### src/rtl/core/erq_pkg.sv
// erq_pkg: shared types, opcodes and header word layout for the event retransmit queue
// no dependencies
`timescale 1ns / 1ps

package erq_pkg;

  typedef enum logic [1:0] {
    OP_HEADER = 2'd0,
    OP_WORD   = 2'd1,
    OP_PASS   = 2'd2,
    OP_NONE   = 2'd3
  } opcode_t;

  typedef enum logic [4:0] {
    ST_IDLE,
    ST_CP_CHECK,
    ST_CP_DUE,
    ST_CP_HDR,
    ST_CP_RD,
    ST_CP_WR,
    ST_DH_RD,
    ST_DH_SZ,
    ST_DH_MR,
    ST_DH_MW,
    ST_PS_TOP,
    ST_PS_HDR,
    ST_PS_DUE,
    ST_PS_SRD,
    ST_PS_SEM,
    ST_PS_UPD,
    ST_PS_UPD2,
    ST_FIN
  } state_t;

  // entry status codes in the header word
  localparam logic [1:0] STAT_FRESH    = 2'd0;
  localparam logic [1:0] STAT_REPEATED = 2'd1;
  localparam logic [1:0] STAT_DEAD     = 2'd2;

  localparam logic [19:0] REPEAT_DELAY_RST = 20'd20000;
  localparam logic [19:0] EXTRA_DELAY_RST  = 20'd50000;
  localparam int          MAX_RESULTS      = 32;
  localparam int          PEND_DEPTH       = 30;

  typedef enum logic [1:0] {
    REG_REPEAT_DELAY = 2'd0,
    REG_EXTRA_DELAY  = 2'd1
  } reg_index_t;

  // payload words for a byte length
  function automatic logic [5:0] words_of(input logic [6:0] len);
    logic [7:0] s;
    s = {1'b0, len} + 8'd3;
    return s[7:2];
  endfunction

  function automatic logic [6:0] hdr_len(input logic [31:0] h);
    return h[31:25];
  endfunction

  function automatic logic [1:0] hdr_status(input logic [31:0] h);
    return h[8:7];
  endfunction

endpackage

### src/rtl/core/event_retransmit_queue.sv
// event_retransmit_queue: event send, compacting retransmit store and process passes
// depends on erq_pkg
`timescale 1ns / 1ps

// One request at a time: busy stays high from the accepted start until the cycle in
// which the last result is strobed; configuration is taken only while not busy. A
// payload word that does not finish an event, a header with a payload, or an unknown
// opcode is taken without leaving idle. Finishing an event first drops head entries
// until the new one fits, moving the remaining words down, then writes its due time
// and header and copies each payload word. A pass walks the entries from the head,
// drops or skips dead entries, passes over those not yet due and sends each due one.
// The pace is set by the queue store, which has one read and one write port and
// registered read data, and by the one shared 32-bit adder for every due-time sum
// and the due test. Results are strobed for one cycle each and are never held off;
// last marks the final result of a request.
module event_retransmit_queue #(
  parameter int QUEUE_BYTES = 128
) (
  input  logic        clk,
  input  logic        rst,
  input  logic        start,
  output logic        busy,
  input  logic [1:0]  opcode,
  input  logic [6:0]  service_num,
  input  logic [7:0]  event_id,
  input  logic [6:0]  payload_len,
  input  logic [31:0] data_word,
  input  logic [31:0] now,
  input  logic [4:0]  send_budget,
  input  logic        cfg_valid,
  output logic        cfg_ready,
  input  logic [1:0]  cfg_index,
  input  logic [19:0] cfg_data,
  output logic        result_valid,
  output logic [6:0]  out_service,
  output logic [7:0]  out_counter,
  output logic [7:0]  out_event,
  output logic [6:0]  out_length,
  output logic [4:0]  word_index,
  output logic [31:0] out_word,
  output logic [1:0]  send_number,
  output logic        end_of_send,
  output logic        last
);
  import erq_pkg::*;

  localparam int QW = QUEUE_BYTES / 4;
  localparam int AW = $clog2(QW);
  localparam int FW = $clog2(QW + 1);
  localparam int SW = FW + 3;
  localparam int MAX_LEN = (QW * 4 - 8 < 120) ? (QW * 4 - 8) : 120;

  state_t state, state_next;

  logic [31:0] store [QW];
  logic [31:0] pend_mem [PEND_DEPTH];
  logic [31:0] rdata, prdata;
  logic [SW-1:0] raddr;
  logic [4:0] praddr;
  logic          we;
  logic [SW-1:0] waddr;
  logic [31:0]   wdata;

  logic [FW-1:0] fill, fill_next, pos, pos_next, mv_i, mv_i_next;
  logic [7:0]  counter, counter_next;
  logic        pend_valid, pend_valid_next;
  logic [6:0]  pend_service, pend_len;
  logic [7:0]  pend_event;
  logic [31:0] pend_now, now_r;
  logic [4:0]  pend_words, pend_words_next;
  logic [31:0] cur_hdr, cur_hdr_next, cur_due, cur_due_next;
  logic [4:0]  budget, budget_next, k, k_next;
  logic [5:0]  n_res, n_res_next;
  logic [6:0]  dh_sz, dh_sz_next;
  logic        ret_pass, ret_pass_next;
  logic [19:0] repeat_delay, extra_delay;

  logic        emit_en;
  logic [4:0]  emit_widx;
  logic [31:0] emit_word;
  logic [1:0]  emit_sn;
  logic        emit_eos;
  logic        h_valid;
  logic [31:0] h_hdr, h_word;
  logic [4:0]  h_widx;
  logic [1:0]  h_sn;
  logic        h_eos;

  logic [31:0] add_a, add_b, add_sum;
  logic        add_sub;

  logic [SW-1:0] fill_x, pos_x, mv_x;
  logic [5:0]    cur_w, rd_w, pend_w;
  logic [SW-1:0] cur_sz, rd_sz, need;
  logic [1:0]    cur_st;
  logic [5:0]    cnt;
  logic [6:0]    n_plus;
  logic [6:0]    hdr_len_cap;
  logic          is_due, k_last;

  assign busy      = (state != ST_IDLE);
  assign cfg_ready = ~busy;

  assign fill_x = SW'(fill);
  assign pos_x  = SW'(pos);
  assign mv_x   = SW'(mv_i);
  assign cur_w  = words_of(hdr_len(cur_hdr));
  assign rd_w   = words_of(hdr_len(rdata));
  assign pend_w = words_of(pend_len);
  assign cur_sz = SW'(cur_w) + SW'(2);
  assign rd_sz  = SW'(rd_w) + SW'(2);
  assign need   = SW'(pend_w) + SW'(2);
  assign cur_st = hdr_status(cur_hdr);
  assign cnt    = (cur_w == 6'd0) ? 6'd1 : cur_w;
  assign n_plus = {1'b0, n_res} + {1'b0, cnt};
  assign is_due = ~add_sum[31];
  assign k_last = ({1'b0, k} + 6'd1 == cur_w);
  assign hdr_len_cap = (payload_len > 7'(MAX_LEN)) ? 7'(MAX_LEN) : payload_len;

  // shared adder
  always_comb begin
    add_a   = pend_now;
    add_b   = {12'd0, repeat_delay};
    add_sub = 1'b0;
    case (state)
      ST_PS_DUE: begin
        add_a   = now_r;
        add_b   = rdata;
        add_sub = 1'b1;
      end
      ST_PS_UPD: begin
        add_a = cur_due;
        add_b = {12'd0, extra_delay};
      end
      default: begin
        add_a = pend_now;
      end
    endcase
  end
  assign add_sum = add_a + (add_sub ? ~add_b : add_b) + {31'd0, add_sub};

  // next state
  always_comb begin
    state_next = state;
    case (state)
      ST_IDLE: begin
        if (start) begin
          case (opcode_t'(opcode))
            OP_HEADER: if (hdr_len_cap == 7'd0) state_next = ST_CP_CHECK;
            OP_WORD: begin
              if (pend_valid && {1'b0, pend_words} < pend_w &&
                  {1'b0, pend_words} + 6'd1 == pend_w)
                state_next = ST_CP_CHECK;
            end
            OP_PASS: state_next = ST_PS_TOP;
            default: state_next = ST_IDLE;
          endcase
        end
      end
      ST_CP_CHECK: begin
        if (fill != '0 && SW'(QW) - fill_x < need) state_next = ST_DH_RD;
        else state_next = ST_CP_DUE;
      end
      ST_CP_DUE: state_next = ST_CP_HDR;
      ST_CP_HDR: state_next = (cur_w == 6'd0) ? ST_FIN : ST_CP_RD;
      ST_CP_RD:  state_next = ST_CP_WR;
      ST_CP_WR:  state_next = k_last ? ST_FIN : ST_CP_RD;
      ST_DH_RD: begin
        if (fill_x < SW'(2)) state_next = ret_pass ? ST_PS_TOP : ST_CP_CHECK;
        else state_next = ST_DH_SZ;
      end
      ST_DH_SZ: begin
        if (rd_sz >= fill_x) state_next = ret_pass ? ST_PS_TOP : ST_CP_CHECK;
        else state_next = ST_DH_MR;
      end
      ST_DH_MR: state_next = ST_DH_MW;
      ST_DH_MW: begin
        if (mv_x + SW'(1) == fill_x - SW'(dh_sz))
          state_next = ret_pass ? ST_PS_TOP : ST_CP_CHECK;
        else state_next = ST_DH_MR;
      end
      ST_PS_TOP: state_next = (pos_x + SW'(1) < fill_x) ? ST_PS_HDR : ST_FIN;
      ST_PS_HDR: begin
        if (pos_x + rd_sz > fill_x) state_next = ST_FIN;
        else if (hdr_status(rdata) >= STAT_DEAD)
          state_next = (pos == '0) ? ST_DH_RD : ST_PS_TOP;
        else state_next = ST_PS_DUE;
      end
      ST_PS_DUE: begin
        if (!is_due) state_next = ST_PS_TOP;
        else if (budget == 5'd0 || n_plus > 7'(MAX_RESULTS)) state_next = ST_FIN;
        else state_next = (cur_w == 6'd0) ? ST_PS_UPD : ST_PS_SRD;
      end
      ST_PS_SRD: state_next = ST_PS_SEM;
      ST_PS_SEM: state_next = k_last ? ST_PS_UPD : ST_PS_SRD;
      ST_PS_UPD: begin
        if (cur_st == STAT_REPEATED) state_next = (pos == '0) ? ST_DH_RD : ST_PS_TOP;
        else state_next = ST_PS_UPD2;
      end
      ST_PS_UPD2: state_next = ST_PS_TOP;
      ST_FIN:     state_next = ST_IDLE;
      default:    state_next = ST_IDLE;
    endcase
  end

  // datapath and memory controls
  always_comb begin
    fill_next       = fill;
    pos_next        = pos;
    mv_i_next       = mv_i;
    counter_next    = counter;
    pend_valid_next = pend_valid;
    pend_words_next = pend_words;
    cur_hdr_next    = cur_hdr;
    cur_due_next    = cur_due;
    budget_next     = budget;
    k_next          = k;
    n_res_next      = n_res;
    dh_sz_next      = dh_sz;
    ret_pass_next   = ret_pass;
    raddr           = pos_x;
    praddr          = k;
    we              = 1'b0;
    waddr           = fill_x;
    wdata           = add_sum;
    emit_en         = 1'b0;
    emit_widx       = k;
    emit_word       = 32'd0;
    emit_sn         = 2'd0;
    emit_eos        = 1'b0;
    case (state)
      ST_IDLE: begin
        if (start) begin
          case (opcode_t'(opcode))
            OP_HEADER: begin
              pend_valid_next = 1'b1;
              pend_words_next = 5'd0;
              if (hdr_len_cap == 7'd0) begin
                counter_next    = counter + 8'd1;
                cur_hdr_next    = {7'd0, counter + 8'd1, event_id, STAT_FRESH,
                                   service_num};
                pend_valid_next = 1'b0;
                ret_pass_next   = 1'b0;
              end
            end
            OP_WORD: begin
              if (pend_valid && {1'b0, pend_words} < pend_w) begin
                pend_words_next = pend_words + 5'd1;
                if ({1'b0, pend_words} + 6'd1 == pend_w) begin
                  counter_next    = counter + 8'd1;
                  cur_hdr_next    = {pend_len, counter + 8'd1, pend_event, STAT_FRESH,
                                     pend_service};
                  pend_valid_next = 1'b0;
                  pend_words_next = 5'd0;
                  ret_pass_next   = 1'b0;
                end
              end
            end
            OP_PASS: begin
              pos_next      = '0;
              n_res_next    = 6'd0;
              budget_next   = send_budget;
              ret_pass_next = 1'b1;
            end
            default: begin
              pos_next = pos;
            end
          endcase
        end
      end
      ST_CP_DUE: begin
        we    = 1'b1;
        waddr = fill_x;
        wdata = add_sum;
      end
      ST_CP_HDR: begin
        we    = 1'b1;
        waddr = fill_x + SW'(1);
        wdata = cur_hdr;
        k_next = 5'd0;
        if (cur_w == 6'd0) begin
          emit_en   = 1'b1;
          emit_widx = 5'd0;
          emit_eos  = 1'b1;
          fill_next = fill + FW'(2);
        end
      end
      ST_CP_RD: praddr = k;
      ST_CP_WR: begin
        emit_en   = 1'b1;
        emit_word = prdata;
        emit_eos  = k_last;
        we        = 1'b1;
        waddr     = fill_x + SW'(2) + SW'(k);
        wdata     = prdata;
        k_next    = k + 5'd1;
        if (k_last) fill_next = FW'(fill_x + need);
      end
      ST_DH_RD: begin
        raddr = SW'(1);
        if (fill_x < SW'(2)) fill_next = '0;
      end
      ST_DH_SZ: begin
        dh_sz_next = rd_sz[6:0];
        mv_i_next  = '0;
        if (rd_sz >= fill_x) fill_next = '0;
      end
      ST_DH_MR: raddr = mv_x + SW'(dh_sz);
      ST_DH_MW: begin
        we        = 1'b1;
        waddr     = mv_x;
        wdata     = rdata;
        mv_i_next = mv_i + FW'(1);
        if (mv_x + SW'(1) == fill_x - SW'(dh_sz)) fill_next = FW'(fill_x - SW'(dh_sz));
      end
      ST_PS_TOP: raddr = pos_x + SW'(1);
      ST_PS_HDR: begin
        cur_hdr_next = rdata;
        raddr        = pos_x;
        if (!(pos_x + rd_sz > fill_x) && hdr_status(rdata) >= STAT_DEAD && pos != '0)
          pos_next = FW'(pos_x + rd_sz);
      end
      ST_PS_DUE: begin
        cur_due_next = rdata;
        k_next       = 5'd0;
        if (!is_due) pos_next = FW'(pos_x + cur_sz);
        else if (!(budget == 5'd0 || n_plus > 7'(MAX_RESULTS))) begin
          budget_next = budget - 5'd1;
          if (cur_w == 6'd0) begin
            emit_en    = 1'b1;
            emit_widx  = 5'd0;
            emit_eos   = 1'b1;
            emit_sn    = cur_st + 2'd1;
            n_res_next = n_res + 6'd1;
          end
        end
      end
      ST_PS_SRD: raddr = pos_x + SW'(2) + SW'(k);
      ST_PS_SEM: begin
        emit_en    = 1'b1;
        emit_word  = rdata;
        emit_eos   = k_last;
        emit_sn    = cur_st + 2'd1;
        n_res_next = n_res + 6'd1;
        k_next     = k + 5'd1;
      end
      ST_PS_UPD: begin
        if (cur_st == STAT_REPEATED) begin
          if (pos != '0) begin
            we       = 1'b1;
            waddr    = pos_x + SW'(1);
            wdata    = {cur_hdr[31:9], STAT_DEAD, cur_hdr[6:0]};
            pos_next = FW'(pos_x + cur_sz);
          end
        end else begin
          we    = 1'b1;
          waddr = pos_x;
          wdata = add_sum;
        end
      end
      ST_PS_UPD2: begin
        we       = 1'b1;
        waddr    = pos_x + SW'(1);
        wdata    = {cur_hdr[31:9], STAT_REPEATED, cur_hdr[6:0]};
        pos_next = FW'(pos_x + cur_sz);
      end
      default: begin
        raddr = pos_x;
      end
    endcase
  end

  always_ff @(posedge clk) begin
    if (we) store[waddr[AW-1:0]] <= wdata;
    rdata <= store[raddr[AW-1:0]];
    if (state == ST_IDLE && start && opcode_t'(opcode) == OP_WORD && pend_valid &&
        {1'b0, pend_words} < pend_w)
      pend_mem[pend_words] <= data_word;
    prdata <= pend_mem[praddr];
  end

  always_ff @(posedge clk) begin
    if (rst) begin
      state        <= ST_IDLE;
      fill         <= '0;
      pos          <= '0;
      mv_i         <= '0;
      counter      <= 8'd0;
      pend_valid   <= 1'b0;
      pend_words   <= 5'd0;
      budget       <= 5'd0;
      k            <= 5'd0;
      n_res        <= 6'd0;
      dh_sz        <= 7'd0;
      ret_pass     <= 1'b0;
      repeat_delay <= REPEAT_DELAY_RST;
      extra_delay  <= EXTRA_DELAY_RST;
      h_valid      <= 1'b0;
      result_valid <= 1'b0;
      pend_service <= 7'd0;
      pend_event   <= 8'd0;
      pend_len     <= 7'd0;
      pend_now     <= 32'd0;
    end else begin
      state      <= state_next;
      fill       <= fill_next;
      pos        <= pos_next;
      mv_i       <= mv_i_next;
      counter    <= counter_next;
      pend_valid <= pend_valid_next;
      pend_words <= pend_words_next;
      budget     <= budget_next;
      k          <= k_next;
      n_res      <= n_res_next;
      dh_sz      <= dh_sz_next;
      ret_pass   <= ret_pass_next;
      if (cfg_valid && cfg_ready) begin
        case (reg_index_t'(cfg_index))
          REG_REPEAT_DELAY: repeat_delay <= cfg_data;
          REG_EXTRA_DELAY:  extra_delay  <= cfg_data;
          default: begin
            repeat_delay <= repeat_delay;
          end
        endcase
      end
      if (state == ST_IDLE && start && opcode_t'(opcode) == OP_HEADER) begin
        pend_service <= service_num;
        pend_event   <= event_id;
        pend_len     <= hdr_len_cap;
        pend_now     <= now;
      end
      result_valid <= 1'b0;
      if (emit_en) begin
        h_valid      <= 1'b1;
        result_valid <= h_valid;
      end else if (state == ST_FIN) begin
        h_valid      <= 1'b0;
        result_valid <= h_valid;
      end
    end
  end

  // current entry, pass time, held result and output registers
  always_ff @(posedge clk) begin
    cur_hdr <= cur_hdr_next;
    cur_due <= cur_due_next;
    if (state == ST_IDLE && start && opcode_t'(opcode) == OP_PASS) now_r <= now;
    if (emit_en) begin
      h_hdr  <= cur_hdr;
      h_widx <= emit_widx;
      h_word <= emit_word;
      h_sn   <= emit_sn;
      h_eos  <= emit_eos;
    end
    if ((emit_en || state == ST_FIN) && h_valid) begin
      out_service <= h_hdr[6:0];
      out_counter <= h_hdr[24:17];
      out_event   <= h_hdr[16:9];
      out_length  <= h_hdr[31:25];
      word_index  <= h_widx;
      out_word    <= h_word;
      send_number <= h_sn;
      end_of_send <= h_eos;
      last        <= (state == ST_FIN);
    end
  end

  a_fill_bound: assert property (@(posedge clk) disable iff (rst) SW'(fill) <= SW'(QW))
    else $error("fill beyond store");
  a_last_idle: assert property (@(posedge clk) disable iff (rst)
    result_valid && last |-> state == ST_IDLE)
    else $error("last result while still working");
  a_idle_empty: assert property (@(posedge clk) disable iff (rst)
    state == ST_IDLE |-> !h_valid)
    else $error("held result left at idle");
  a_pend_bound: assert property (@(posedge clk) disable iff (rst)
    pend_words <= 5'(PEND_DEPTH))
    else $error("pending word count too large");
  a_count_bound: assert property (@(posedge clk) disable iff (rst)
    n_res <= 6'(MAX_RESULTS))
    else $error("result count over limit");

endmodule
### config.mk
export PLATFORM = sky130hd
export DESIGN_NAME = event_retransmit_queue
export DESIGN_NICKNAME = d
export VERILOG_FILES = /design/src/rtl/core/erq_pkg.sv /design/src/rtl/core/event_retransmit_queue.sv
export SDC_FILE = /design/constraint.sdc
export NUM_CORES = 2
export LEC_CHECK = 0
export BUFFER_PORTS_ARGS = -buffer_cell sky130_fd_sc_hd__buf_2
export CORE_AREA = 5 5 467 469
export DETAILED_ROUTE_END_ITERATION = 8
export DIE_AREA = 0 0 472 474
export SLEW_MARGIN = 20
export SYNTH_ARGS = -nofsm -noshare
export SYNTH_HDL_FRONTEND = slang
export SYNTH_SLANG_ARGS = --single-unit
export TNS_END_PERCENT = 20
### constraint.sdc
create_clock -name clk -period 9.55 [get_ports clk]
set_clock_uncertainty 0.05 [all_clocks]
set_input_delay 0.955 -clock clk [delete_from_list [all_inputs] [get_ports clk]]
set_output_delay 0.955 -clock clk [all_outputs]
set_load 0.1 [all_outputs]
After elaboration in Yosys (flattened, before gate mapping)
Memory sizes are Yosys's and may differ from the RTL's. A register that Yosys moved wholly into a read port is not among the register bits.
Cells that the tools add are included.
{"block": "classes", "bitwise_logic": 2, "mux": 102, "n_reduce_logical": 51, "n_eq_ne": 46, "n_lt_le_gt_ge": 9, "n_addsub": 32}
{"operator": "case mux 32 bit (2 select lines)", "n": 5}
{"operator": "2-to-1 mux 32 bit", "n": 7}
{"operator": "case mux 32 bit (5 select lines)", "n": 1}
{"operator": "2-to-1 mux 5 bit", "n": 21}
{"operator": "2-to-1 mux 6 bit", "n": 15}
{"operator": "case mux 5 bit (17 select lines)", "n": 1}
{"operator": "case mux 6 bit (5 select lines)", "n": 2}
{"operator": "equality test 5 x 4 -> 1 bit (second input constant)", "n": 8}
{"operator": "case mux 5 bit (2 select lines)", "n": 4}
{"operator": "adder 32 x 1 -> 32 bit", "n": 1}
{"operator": "adder 32 bit", "n": 1}
{"operator": "!= test 2 bit (second input constant)", "n": 16}
{"operator": "NOT 32 bit", "n": 1}
{"operator": "AND reduction 6 bit", "n": 5}
{"operator": "case mux 5 bit (5 select lines)", "n": 1}
{"operator": "adder 7 x 2 -> 8 bit (second input constant)", "n": 3}
{"operator": "2-to-1 mux 4 bit", "n": 6}
{"operator": "2-to-1 mux 8 bit", "n": 3}
{"operator": "equality test 5 x 3 -> 1 bit (second input constant)", "n": 4}
{"operator": "case mux 5 bit (4 select lines)", "n": 1}
{"operator": "2-to-1 mux 1 bit", "n": 18}
{"operator": "case mux 6 bit (3 select lines)", "n": 1}
{"operator": "case mux 8 bit (2 select lines)", "n": 1}
{"operator": "adder 5 x 1 -> 5 bit (second input constant)", "n": 3}
{"operator": "61 further kinds", "n": 113}
{"block": "totals", "ram_bits": 1984, "memories": 2, "out_inout_bits": 74, "register_bits": 396}
{"name": "store", "depth": 32, "width": 32, "rd": 1, "rd_ports_with_merged_regs": 1, "write_ports": 1, "line": "event_retransmit_queue.sv:55", "source": "logic [31:0] store [QW];"}
{"name": "pend_mem", "depth": 30, "width": 32, "rd": 1, "rd_ports_with_merged_regs": 1, "write_ports": 1, "line": "event_retransmit_queue.sv:56", "source": "logic [31:0] pend_mem [PEND_DEPTH];"}

Longest topological paths before layout
{"block": "logic_depth", "word_depth": 11, "ltp_mapped": 20, "depth_no_buf": 19}

Least setup slack after synthesis
No wires, ideal clock.
{"block": "synth_path", "kind": "register -> register", "startpoint": "reg state[0]", "endpoint": "reg end_of_send (enable)", "slack_ns": 1.113, "stages_incl_launch_ff": 19, "synth_period_minus_slack_ns": 8.437, "path_buffers": 4, "arrival_ns": 7.863, "cell_sequence": "dfxtp_1 buf_4 nor3b_2 nand2_2 inv_1 buf_1 buf_1 a22oi_1 nand2_1 ha_1 nand4_1 or4_1 nand3_1 o21a_2 a2111oi_4 nor3_1 buf_2 nand2_1 a21oi_1"}
{"block": "synth_via", "elab_chain_cells": 10}
{"item": "start: declaration", "line": "event_retransmit_queue.sv:53", "source": "state_t state, state_next;"}
{"item": "start signal: assignment", "line": "event_retransmit_queue.sv:405", "source": "state <= state_next;"}
{"item": "equality test 5 x 4 -> 1 bit (on tied branches)", "line": "event_retransmit_queue.sv:125, event_retransmit_queue.sv:231"}
{"item": "case mux 32 bit (2 select lines)", "line": "event_retransmit_queue.sv:125", "source": "case (state)"}
{"item": "NOT 32 bit", "line": "event_retransmit_queue.sv:140", "source": "assign add_sum = add_a + (add_sub ? ~add_b : add_b) + {31'd0, add_sub};"}
{"item": "2-to-1 mux 32 bit", "line": "event_retransmit_queue.sv:140"}
{"item": "adder 32 bit", "line": "event_retransmit_queue.sv:140"}
{"item": "adder 32 x 1 -> 32 bit", "line": "event_retransmit_queue.sv:140"}
{"item": "2-to-1 mux 1 bit", "line": "event_retransmit_queue.sv:326", "source": "if (!is_due) pos_next = FW'(pos_x + cur_sz);"}
{"item": "case mux 1 bit (3 select lines)", "line": "event_retransmit_queue.sv:231", "source": "case (state)"}
{"item": "logical OR 1 bit (*)", "line": "event_retransmit_queue.sv:455", "source": "if ((emit_en || state == ST_FIN) && h_valid) begin"}
{"item": "logical AND 1 bit (*)", "line": "event_retransmit_queue.sv:455"}
{"item": "end signal: assignment", "line": "event_retransmit_queue.sv:463", "source": "end_of_send <= h_eos;"}
{"item": "end: declaration", "line": "event_retransmit_queue.sv:42", "source": "output logic end_of_send,"}
Every way passes the cells marked *; elsewhere a longest branch is shown, timed or not.
A chain may end at the register's enable or synchronous reset.

Worst setup path in the final report
{"block": "layout_path", "startpoint": "reg state[3]", "endpoint": "reg h_sn[1] (enable)"}
{"block": "layout_via", "elab_chain_cells": 8}
{"item": "equality test 5 x 4 -> 1 bit (on tied branches)", "line": "event_retransmit_queue.sv:125, event_retransmit_queue.sv:231"}
{"item": "case mux 32 bit (2 select lines)", "line": "event_retransmit_queue.sv:125"}
{"item": "NOT 32 bit", "line": "event_retransmit_queue.sv:140"}
{"item": "2-to-1 mux 32 bit", "line": "event_retransmit_queue.sv:140"}
{"item": "adder 32 bit", "line": "event_retransmit_queue.sv:140"}
{"item": "adder 32 x 1 -> 32 bit", "line": "event_retransmit_queue.sv:140"}
{"item": "2-to-1 mux 1 bit", "line": "event_retransmit_queue.sv:326"}
{"item": "case mux 1 bit (3 select lines) (*)", "line": "event_retransmit_queue.sv:231"}
{"item": "net emit_en", "line": "event_retransmit_queue.sv:78", "source": "logic emit_en;"}
{"item": "end signal: assignment", "line": "event_retransmit_queue.sv:452", "source": "h_sn <= emit_sn;"}
{"item": "end: declaration", "line": "event_retransmit_queue.sv:86", "source": "logic [1:0] h_sn;"}
The timed path passes the listed nets; every way through them passes the cells marked *.

==> flow_summary_export.csv <==
group,metric,value,unit
status,outcome,"complete, no violations",
synthesis,synth_edf_count,2221,
cts,numCtsBuffers,240,
global_route,gr-usage-all-layers,0.2633,
finish,multiInputGateArea,27710,sq um
finish,drive_above_1_share,0.2022,
sta,worst_pin_slew,1.283,ns
synthesis,ys_top_cells_by_count,"edfxtp_1 (2221), nand2_1 (762), mux2i_1 (378), mux4_2 (352), dfxtp_1 (221)",
sta,fmaxAchievable,0.1356,GHz
cts,cts_resized,0,
finish,nFillCells,17120,
route,antenna_left,0,
cts,tritoncts,"done",
synthesis,synth_cell_types,102,
pwr,sw_frac_of_total,0.2119,
synthesis,synthTopCellsByArea,"edfxtp_1 (67%), mux4_2 (7.9%), dfxtp_1 (4.4%), mux2i_1 (3.8%), nand2_1 (2.9%)",
placed_design,io_buffers,192,
finish,final_cells,9372,
global_route,antenna_found_initial,39,
sta,tns,0,ns
die,row_count,170,
route,drt_wl_total,300400,um
route,drc_errors,0,
cts,clockBufferDepth,3,
cts,postCtsHoldBufs,0,
critical_path,cp_max_fo,70,
die,fp.coreArea,213600,sq um
hold_path,hold_depth,1,
sta,finalCritPeriodShare,0.7720,
global_route,grt_pass1_vias,55150,
finish,syn2layout_area_growth,13.25,%
route,via_count,57430,
die,die_h,474,um
sta,grt_setup_unrepaired,"no",
synthesis,synth_nets,6281,
critical_path,critPathKind,"flop to flop",
sta,setup_viol,0,
placed_design,place_area,105000,sq um
synthesis,synthArstFlopShare,0,
critical_path,regToRegStartpoint,"state[3]",
pwr,seq_power_share,0.542,
finish,fin_area,113000,sq um
critical_path,r2r_slack,2.18,ns
pwr,p_clk_frac,0.427,
pwr,ir_worst_vdd,0.2123,mV
route,wl_per_cell,32.05,um
pwr,p_comb_frac,0.031,
synthesis,avgSynthCellArea,16.55,sq um
sta,min_period,7.373,ns
flow_run,max-cap-violations,0,
cts,htree_levels,4,
critical_path,start_kind,"flop",
critical_path,timing.rr.end,"h_sn[1]",
cts,clock_sinks,2442,
critical_path,crit_chain,"nor3b_2 -> nand2_2 -> clkinv_2 -> buf_4 -> nand2_1 -> o221a_2 -> ha_1 -> a21oi_1 -> or4_1 -> nand3_1 -> o21a_2 -> a2111oi_4 -> or4_1 -> o21ai_4 -> a21o_4",
synthesis,netlist_instances,6026,
global_route,gr-total-overflow,0,
synthesis,synth_area,99750,sq um
sta,drv_slew,0,
synthesis,synth-seq-area-share,0.7130,
finish,final_nets,6553,
critical_path,setup.worst_path.end_class,"flop",
global_route,grt_max_degree,130,
synthesis,synth.most_common_cell,"edfxtp_1",
pwr,power.internal,17.18,mW
critical_path,timing.critical_path.mode_cell,"or4_1",
sta,relSlewSlack,0.1445,
route,drt_pass1_iterations,9,
pwr,leakage,38.90,nW
critical_path,reg2reg_depth,15,
route,drt_iter0_markers,6763,
global_route,grt_pass1_wl,418900,um
pwr,p_sw,4.620,mW
cts,postCtsSetupRepairBufs,0,
critical_path,crit_slowest_cell,"dfxtp_1",
critical_path,worstPathRequired,9.96,ns
placed_design,dpl.hpwl,175500,um
hold_path,whs_endpoint,"now_r[14]",
placed_design,dp_cells,8891,
placed_design,gp_congestion,0.9670,
pwr,p_per_area,193.0,nW/um^2
die,die_area,223700,sq um
synthesis,yosysTopAreaCellShare,0.6686,
critical_path,slowest_delay,0.98,ns
die,initial_utilization,0.4671,
route,viasPerCell,6.127,
critical_path,critPathArrivalTime,7.78,ns
die,ios,193,
finish,seq_area,71140,sq um
hold_path,holdCritStartpoint,"now[14]",
synthesis,ys_ff_latch,2442,
cts,clkTransAtPathRegs,0.06,ns
hold_path,hold_path.class,"input pin to flop",
sta,finalHoldViolations,0,
synthesis,yosysTopAreaCell,"edfxtp_1",
cts,clock_latency,0.89,ns
cts,clk_root_buffer_cell,"clkbuf_16",
synthesis,synth_flop_cell,"edfxtp_1",
synthesis,ys_warn_count,0,
die,die_w,472,um
[layout by cell type, fill, tap and decap left out, types with 34 or more instances in the layout]
cell type and count:
mux2i_1 378, a32oi_1 97, clkinv_1 48, o21ai_0 80, buf_2 192, nand2_1 761, buf_4 167, inv_1 75
nor2_1 104, edfxtp_1 2221, a222oi_1 34, clkinv_2 35, mux2_2 66, nand3_1 135, clkbuf_1 66, nand4_1 74
mux4_2 352, nor2_4 38, xor2_1 39, a21oi_1 198, a22o_1 41, a22oi_1 73, clkbuf_16 243, ha_1 127
dfxtp_1 216, xnor2_1 72, nor3_2 35
[kinds of logic (layout without fill, tap and decap cells)]
group	Yosys count	count (layout)	share of synthesized area
buffers and inverters	419	898	0.01734
muxes	797	797	0.1250
and+or+nand+nor	1325	1325	0.05927
other	1	30	0.00003760
DFF	2442	2442	0.7130
AOI/OAI and AO/OA	790	790	0.05684
xor gates and xnor gates	116	116	0.01081
adders and majority gates	136	136	0.01774
[power by group through the flow]
| stage | registers, mW | logic, mW | clock network (mW) |
|---|---|---|---|
| global placement | 12.0 | 0.648 | 0 |
| global route | 11.8 | 0.725 | 9.90 |
| CTS | 11.8 | 0.666 | 9.46 |
| detailed placement | 12.0 | 0.664 | 0 |
| finish | 11.8 | 0.679 | 9.31 |
| floorplan | 12.0 | 0.342 | 0 |
[routing by layer]
| layer | track usage | part of all wire | vias up | wire length, um |
|---|---|---|---|---|
| li1 | - | - | 24360 | - |
| met1 | 0.3610 | 0.40 | 29920 | 120800 |
| met2 | 0.4224 | 0.48 | 2647 | 142700 |
| met3 | 0.04575 | 0.080 | 494 | 23900 |
| met4 | 0.1056 | 0.043 | 6 | 12950 |
| met5 | 0 | 0.00011 | - | 34 |
[metrics by stage]
| step | worst slack, ns | utilization | total power [mW] | hold WS (ns) |
|---|---|---|---|---|
| 2_1_floorplan | 1.113 | - | 12.35 | 0.3503 |
| 3_3_place_gp | 2.471 | 0.4914 | 12.68 | 0.3543 |
| 3_5_place_dp | 2.357 | 0.4916 | 12.70 | 0.3545 |
| 4_1_cts | 2.326 | 0.5280 | 21.93 | 0.1751 |
| 5_1_grt | 1.842 | 0.5288 | 22.43 | 0.2038 |
| 6_report | 2.177 | 0.5289 | 21.80 | 0.2378 |
[sequential cells by signal, summed over array words and instances (netlist names), 8 cells and up]
name and count:
repeat_delay 20, pend_event 8, cur_due 32, cur_hdr 32
out_counter 8, counter 8, h_word 32, extra_delay 20
now_r 32, out_event 8, out_word 32, store 1024
pend_now 32, prdata 32, pend_mem 960, rdata 32
h_hdr 30
[cell type report]
| cell class | count | area share |
|---|---|---|
| Clock inverter | 120 | 0.01038 |
| Antenna cell | 29 | 0.0006424 |
| Sequential cell | 2442 | 0.6298 |
| Inverter | 78 | 0.002603 |
| Multi-Input combinational cell | 3165 | 0.2453 |
| Clock buffer | 329 | 0.05846 |
| Timing Repair Buffer | 371 | 0.02142 |
| Tap cell | 2838 | 0.03144 |
[how the worst max path moves through the flow]
stage,end,start,cells after the start,slack [ns]
after floorplan,end_of_send,state[0],18,1.11
after global placement,h_word[7],state[0],14,2.47
after detailed placement,h_word[20],state[3],15,2.36
after CTS,h_hdr[6],state[3],15,2.33
after global routing,h_sn[1],state[0],14,1.84
final,h_sn[1],state[3],15,2.18
[worst max-delay path, delay by kind of cell, from the launching register on]
family / cells / cell delay [ns]
simple gates: 6 / 2.51
compound gates: 6 / 1.71
buf+inv: 2 / 1.22
flops: 1 / 0.98
fa+ha+maj: 1 / 0.35
No activity file was read; power rests on OpenSTA's default activity.
